File: src/sv/cdeq_pkg.sv
// shared types and constants for the circular double-ended queue
// no dependencies; imported by every module of the block
package cdeq_pkg;

	localparam int DEPTH = 16;
	localparam int CNT_W = $clog2(DEPTH + 1);
	localparam int IDX_W = $clog2(DEPTH);
	localparam int CAP_W = 5;
	localparam int DATA_W = 32;

	typedef logic signed [DATA_W-1:0] data_t;

	typedef enum logic [1:0] {
		OP_PUSH_BACK  = 2'd0,
		OP_POP_FRONT  = 2'd1,
		OP_PUSH_FRONT = 2'd2,
		OP_POP_BACK   = 2'd3
	} op_t;

	typedef enum logic [1:0] {
		ST_OK        = 2'd0,
		ST_OVERFLOW  = 2'd1,
		ST_UNDERFLOW = 2'd2
	} status_t;

	localparam logic [CAP_W-1:0] CAP_RESET = CAP_W'(16);

	typedef struct packed {
		op_t   operation;
		data_t push_value;
	} in_t;

	typedef struct packed {
		data_t   pop_value;
		status_t status;
		logic    now_empty;
		logic    now_full;
	} out_t;

	// per-cell control: shift towards the back, shift towards the front, load
	typedef struct packed {
		logic shr;
		logic shl;
		logic ld;
	} cell_ctl_t;

endpackage

File: src/sv/circular_double_ended_queue.sv
// top level of the circular double-ended queue: row of word cells, fill count, result register
// depends on cdeq_pkg and cdeq_cell
// the result word of an accepted operation is registered in the result register
// throughput: one operation per cycle, held off while the result word waits on out_ready
// the front of the queue always sits in cell 0; the fill count marks the back
// reset: queue empty, capacity 16, no result pending; cell contents are not reset
module circular_double_ended_queue
	import cdeq_pkg::*;
(
	input  logic             clk,
	input  logic             arst_n,
	input  logic             in_valid,
	output logic             in_ready,
	input  in_t              in_data,
	output logic             out_valid,
	input  logic             out_ready,
	output out_t             out_data,
	input  logic             cfg_valid,
	output logic             cfg_ready,
	input  logic [CAP_W-1:0] cfg_data
);

	logic [CAP_W-1:0] cap_q;
	logic [CNT_W-1:0] count_q;
	logic [CNT_W-1:0] count_nxt;
	logic [CNT_W-1:0] cap_eff;
	logic [CNT_W-1:0] back_pos;
	logic             out_valid_q;
	out_t             out_data_q;
	out_t             result;
	logic             accept;
	logic             full;
	logic             empty;
	logic             go_push_back;
	logic             go_push_front;
	logic             go_pop_front;
	data_t            cell_val [DEPTH];

	assign cfg_ready = 1'b1;
	assign in_ready  = !out_valid_q || out_ready;
	assign accept    = in_valid && in_ready;

	// zero is treated as one, anything past the row length as the row length
	always_comb begin
		if (cap_q == '0) begin
			cap_eff = CNT_W'(1);
		end else if (32'(cap_q) > 32'(DEPTH)) begin
			cap_eff = CNT_W'(DEPTH);
		end else begin
			cap_eff = CNT_W'(cap_q);
		end
	end

	assign full     = (count_q == cap_eff);
	assign empty    = (count_q == '0);
	assign back_pos = count_q - CNT_W'(1);

	always_comb begin
		go_push_back  = 1'b0;
		go_push_front = 1'b0;
		go_pop_front  = 1'b0;
		count_nxt     = count_q;
		result        = '{pop_value: '0, status: ST_OK, now_empty: 1'b0, now_full: 1'b0};
		unique case (in_data.operation)
			OP_PUSH_BACK, OP_PUSH_FRONT: begin
				if (full) begin
					result.status = ST_OVERFLOW;
				end else begin
					go_push_back  = (in_data.operation == OP_PUSH_BACK);
					go_push_front = (in_data.operation == OP_PUSH_FRONT);
					count_nxt     = count_q + CNT_W'(1);
				end
			end
			OP_POP_FRONT: begin
				if (empty) begin
					result.status = ST_UNDERFLOW;
				end else begin
					go_pop_front     = 1'b1;
					result.pop_value = cell_val[0];
					count_nxt        = back_pos;
				end
			end
			OP_POP_BACK: begin
				if (empty) begin
					result.status = ST_UNDERFLOW;
				end else begin
					result.pop_value = cell_val[back_pos[IDX_W-1:0]];
					count_nxt        = back_pos;
				end
			end
			default: begin
				result.status = ST_OK;
			end
		endcase
		result.now_empty = (count_nxt == '0);
		result.now_full  = (count_nxt == cap_eff);
	end

	genvar gi;
	generate
		for (gi = 0; gi < DEPTH; gi++) begin : g_cell
			cell_ctl_t ctl;
			data_t     left;
			data_t     right;

			assign ctl.shr = accept && go_push_front;
			assign ctl.shl = accept && go_pop_front;
			assign ctl.ld  = accept && go_push_back && (count_q == CNT_W'(gi));

			if (gi == 0) begin : g_head
				assign left = in_data.push_value;
			end else begin : g_mid_l
				assign left = cell_val[gi-1];
			end
			if (gi == DEPTH - 1) begin : g_tail
				assign right = in_data.push_value;
			end else begin : g_mid_r
				assign right = cell_val[gi+1];
			end

			cdeq_cell u_cell (
				.clk        (clk),
				.ctl        (ctl),
				.push_value (in_data.push_value),
				.left       (left),
				.right      (right),
				.value      (cell_val[gi])
			);
		end
	endgenerate

	always_ff @(posedge clk or negedge arst_n) begin
		if (!arst_n) begin
			cap_q       <= CAP_RESET;
			count_q     <= '0;
			out_valid_q <= 1'b0;
		end else begin
			if (cfg_valid && cfg_ready) begin
				// a new capacity drops whatever the queue held
				cap_q   <= cfg_data;
				count_q <= '0;
			end else if (accept) begin
				count_q <= count_nxt;
			end
			if (accept) begin
				out_valid_q <= 1'b1;
			end else if (out_ready) begin
				out_valid_q <= 1'b0;
			end
		end
	end

	always_ff @(posedge clk) begin
		if (accept) begin
			out_data_q <= result;
		end
	end

	assign out_valid = out_valid_q;
	assign out_data  = out_data_q;

endmodule

File: src/sv/cdeq_cell.sv
// one storage cell of the queue row, holding a single word
// depends on cdeq_pkg
module cdeq_cell
	import cdeq_pkg::*;
(
	input  logic      clk,
	input  cell_ctl_t ctl,
	input  data_t     push_value,
	input  data_t     left,
	input  data_t     right,
	output data_t     value
);

	data_t value_q;

	always_ff @(posedge clk) begin
		if (ctl.ld) begin
			value_q <= push_value;
		end else if (ctl.shr) begin
			value_q <= left;
		end else if (ctl.shl) begin
			value_q <= right;
		end
	end

	assign value = value_q;

endmodule

File: config.mk
export PLATFORM = sky130hd
export DESIGN_NAME = circular_double_ended_queue
export DESIGN_NICKNAME = d
export VERILOG_FILES = /design/src/sv/cdeq_pkg.sv /design/src/sv/circular_double_ended_queue.sv /design/src/sv/cdeq_cell.sv
export SDC_FILE = /design/constraint.sdc
export NUM_CORES = 1
export LEC_CHECK = 0
export BUFFER_PORTS_ARGS = -buffer_cell sky130_fd_sc_hd__buf_2
export CELL_PAD_IN_SITES_DETAIL_PLACEMENT = 0
export CELL_PAD_IN_SITES_GLOBAL_PLACEMENT = 2
export CORE_UTILIZATION = 40
export DETAILED_ROUTE_END_ITERATION = 8
export PLACE_DENSITY_LB_ADDON = 0.1
export SLEW_MARGIN = 5
export SYNTH_ARGS = -nofsm -noshare
export SYNTH_HDL_FRONTEND = slang
export SYNTH_SLANG_ARGS = --single-unit
export TNS_END_PERCENT = 30
File: constraint.sdc
create_clock -name clk -period 3.6 [get_ports clk]
set_input_delay 0.18 -clock clk [delete_from_list [all_inputs] [get_ports clk]]
set_output_delay 0.18 -clock clk [all_outputs]
set_load 0.02 [all_outputs]
==> impl_metrics.tcl <==
set metrics [dict create \
    cts_max_path_buffers 3 \
    dieArea_um2 81700 \
    clk_latency_ns 0.62 \
    cts_root_buffer "clkbuf_16" \
    gr-usage-all-layers_pct 25.1 \
    start_util_pct 40.6 \
    worst-setup-path-type "register to register" \
    h-tree-depth 3 \
    skew_ns 0.0212 \
    synth_cells 2583 \
    ys_seq_area_share_pct 51.9 \
    hold_viol 0 \
    synth_seq_cells 559 \
    r2r-start "count_q[3]" \
    met2_length_mm 45.7 \
    cp-startpoint "count_q[3]" \
    vdd_drop_max_v 0.000312 \
    worstPathMaxFanout 19 \
    start_kind "register" \
    grt_max_degree 65 \
    slew_violations 0 \
    power_density_nw_per_um2 494 \
    vias_per_cell 5.80 \
    post_cts_buffers 0 \
    drtIter0Drc 2156 \
    dr.max_layer_used "met4" \
    layout_worst_path_cycle_share_pct 92.1 \
    fp.coreArea_um2 79400 \
    syn_nets 2633 \
    drc 0 \
    hold_class "input pin to register" \
    hpwl_mm 62.6 \
    critical_path.endpoint_type "register" \
    routabilityCongestion 0.808 \
    yosys_warnings 0 \
    hold-worst-slack_ns 0.0615 \
    dieHeight_um 286 \
    path_clk_slew_ns 0.05 \
    fillerInstances 7197 \
    wl_per_cell_um 27.1 \
    period_minus_slack_ns 3.32 \
    synth_area_um2 32200 \
    rr_endpoint "g_cell[7].u_cell.value[17]" \
    endpoint "g_cell[7].u_cell.value[17]" \
    rows 103 \
    layout.nets 2697 \
    async_reset_ff_share_pct 1.97 \
    numPortBuffers 81 \
    antenna_found_initial 4 \
    cts_tree "yes" \
    dr_total_vias 21775 \
    grt-ovfl-total 0 \
    status "completed" \
    required_ns 3.85 \
    leakagePower_nw 11.1 \
    layout-drive-gt1-share_pct 21.7 \
    synth-edff-count 548 \
    dr.pass1.iters 5 \
    io_pins 83 \
    final-setup-viol-count 0 \
    setup_tns_ns 0 \
    wl_met3_mm 5.97 \
    fmax_mhz 302 \
    ys.flop_type "edfxtp_1" \
    rsz0062_at_grt "no" \
    cts.sinks 559 \
    syn_to_final_growth_pct 13.9 \
    avgSynthCellArea_um2 12.5 \
    synth_cell_types 55 \
    final_antenna_net_count 0 \
    numCtsBuffers 71 \
    grt_pass1_wl_mm 151 \
    drv_cap 0 \
    reg2regPathDepth 7 \
    die_w_um 286 \
    wl_mm 102 \
    wl_met1_mm 47.5 \
    relSlewSlack_pct 34.4 \
    grt_pass1_vias 21672 \
    r2r_setup_slack_ns 0.28 \
    tightest_slew_ns 0.984 \
    crit_arrival_ns 3.57 \
]
[layout by cell type (no fill, tap or decap), types with 3 or more instances in the layout]
cell type | Yosys | routed
edfxtp_1 | 548 | 548
mux2i_1 | 483 | 483
nand2_1 | 457 | 456
o21ai_0 | 252 | 252
o21ai_1 | 201 | 201
mux4_2 | 160 | 160
buf_4 | 29 | 96
buf_2 | 25 | 80
clkbuf_16 | 0 | 75
mux2_2 | 69 | 69
nor2_1 | 47 | 47
buf_12 | 0 | 42
clkbuf_1 | 150 | 21
nand2b_2 | 0 | 15
clkinv_1 | 0 | 14
dlygate4sd3_1 | 0 | 14
clkinv_2 | 0 | 10
dfrtp_1 | 10 | 9
and3_4 | 0 | 8
inv_1 | 8 | 7
nand2b_1 | 21 | 6
nor3_1 | 6 | 6
and2_4 | 0 | 5
a211oi_1 | 5 | 5
ha_1 | 6 | 5
or3_1 | 4 | 4
xnor2_2 | 1 | 3
xnor2_1 | 5 | 3
and2_1 | 8 | 3
a21oi_1 | 3 | 3
bufinv_16 | 0 | 3
[flip-flops by register name, indices dropped and copies added, names as in the netlist]
register and count:
cap_q 5, count_q 5, g_cell.u_cell.value 512, out_data 36, out_valid 1
[where the power goes]
group | internal [W] | leakage (nW) | switching (W)
Combinational | 0.00145 | 4.87 | 0.00177
Clock | 0.00404 | 1.08 | 0.00290
Sequential | 0.00768 | 5.19 | 0.000289
[worst max-delay path, cell delays in order (launching register included)]
cell	delay, ns
dfrtp_1	0.59
nor2_1	0.23
o21ai_1	0.25
a31oi_4	0.21
a2111oi_2	0.80
and3_4	0.33
nand2b_2	0.13
buf_4	0.41
[repair_timing]
item / CTS / global route
gates resized for setup: 0 / 0
endpoints found under the hold margin: 22 / 0
hold buffers: 14 / 0
[cell type report]
type	count	area [um^2]	share of cell area, %
diodes	2	5.00	0.0136
flip-flops and latches	559	16700	45.6
inverters	8	33.8	0.0920
multi-input cells	1775	14300	39.0
clock buffers	97	1970	5.36
repair buffers	232	2100	5.72
clock inverters	30	234	0.637
well taps	1050	1310	3.58
[synth_stat cells, types with 3 or more instances]
| cell type | number | area [um^2] |
|---|---|---|
| edfxtp_1 | 548 | 16500 |
| mux2i_1 | 483 | 4830 |
| nand2_1 | 457 | 1720 |
| o21ai_0 | 252 | 1260 |
| o21ai_1 | 201 | 1010 |
| mux4_2 | 160 | 3600 |
| clkbuf_1 | 150 | 563 |
| mux2_2 | 69 | 777 |
| nor2_1 | 47 | 176 |
| buf_4 | 29 | 218 |
| buf_2 | 25 | 125 |
| nand2b_1 | 21 | 131 |
| buf_1 | 13 | 48.8 |
| buf_6 | 12 | 135 |
| buf_8 | 12 | 180 |
| and3_1 | 10 | 62.6 |
| dfrtp_1 | 10 | 250 |
| and2_1 | 8 | 50.1 |
| inv_1 | 8 | 30.0 |
| ha_1 | 6 | 75.1 |
| nor3_1 | 6 | 30.0 |
| a211oi_1 | 5 | 37.5 |
| xnor2_1 | 5 | 43.8 |
| or3_1 | 4 | 25.0 |
| a21oi_1 | 3 | 15.0 |
| o21a_1 | 3 | 22.5 |
[per-stage QoR]
step | setup WS, ns | power, W | util [%] | area, um^2 | cells
final | 0.283 | 0.0181 | 46.3 | 36700 | 3753
after detailed placement | 0.328 | 0.0113 | 43.3 | 34400 | 3610
after global placement | 0.377 | 0.0113 | 43.3 | 34400 | 3610
after floorplan | 0.0350 | 0.0101 | - | 32200 | 2583
after global routing | 0.0379 | 0.0188 | 46.2 | 36700 | 3751
after CTS | 0.306 | 0.0183 | 46.2 | 36700 | 3751
[layer usage]
metal,global-route usage [%],vias up
li1,-,9903
met1,37.3,10958
met2,38.5,772
met3,3.28,142
met4,6.70,0
met5,0,-
[cell families (layout without fill, tap and decap cells)]
group | after synthesis | count (layout) | share of synthesized area [%]
other | 1 | 3 | 0.0116
AND/OR/NAND/NOR | 567 | 567 | 7.13
AO/OA/AOI/OAI | 481 | 481 | 7.85
buffers and inverters | 249 | 367 | 4.03
XOR/XNOR | 8 | 8 | 0.241
adder cells (fa/ha/maj) | 6 | 6 | 0.233
flip-flops | 559 | 559 | 51.9
multiplexers | 712 | 712 | 28.6
[how the worst min path moves through the flow]
stage	to	cells after the start	startpoint	slack, ns
after floorplan	cap_q[0]	0	arst_n	-0.12
after global placement	out_valid	1	arst_n	0.07
after detailed placement	cap_q[3]	1	arst_n	0.07
after CTS	cap_q[4]	2	arst_n	0.04
after global routing	cap_q[4]	2	arst_n	0.05
final	out_data[2]	2	in_data[32]	0.06
Note: power is estimated with default switching activity, not from simulation.
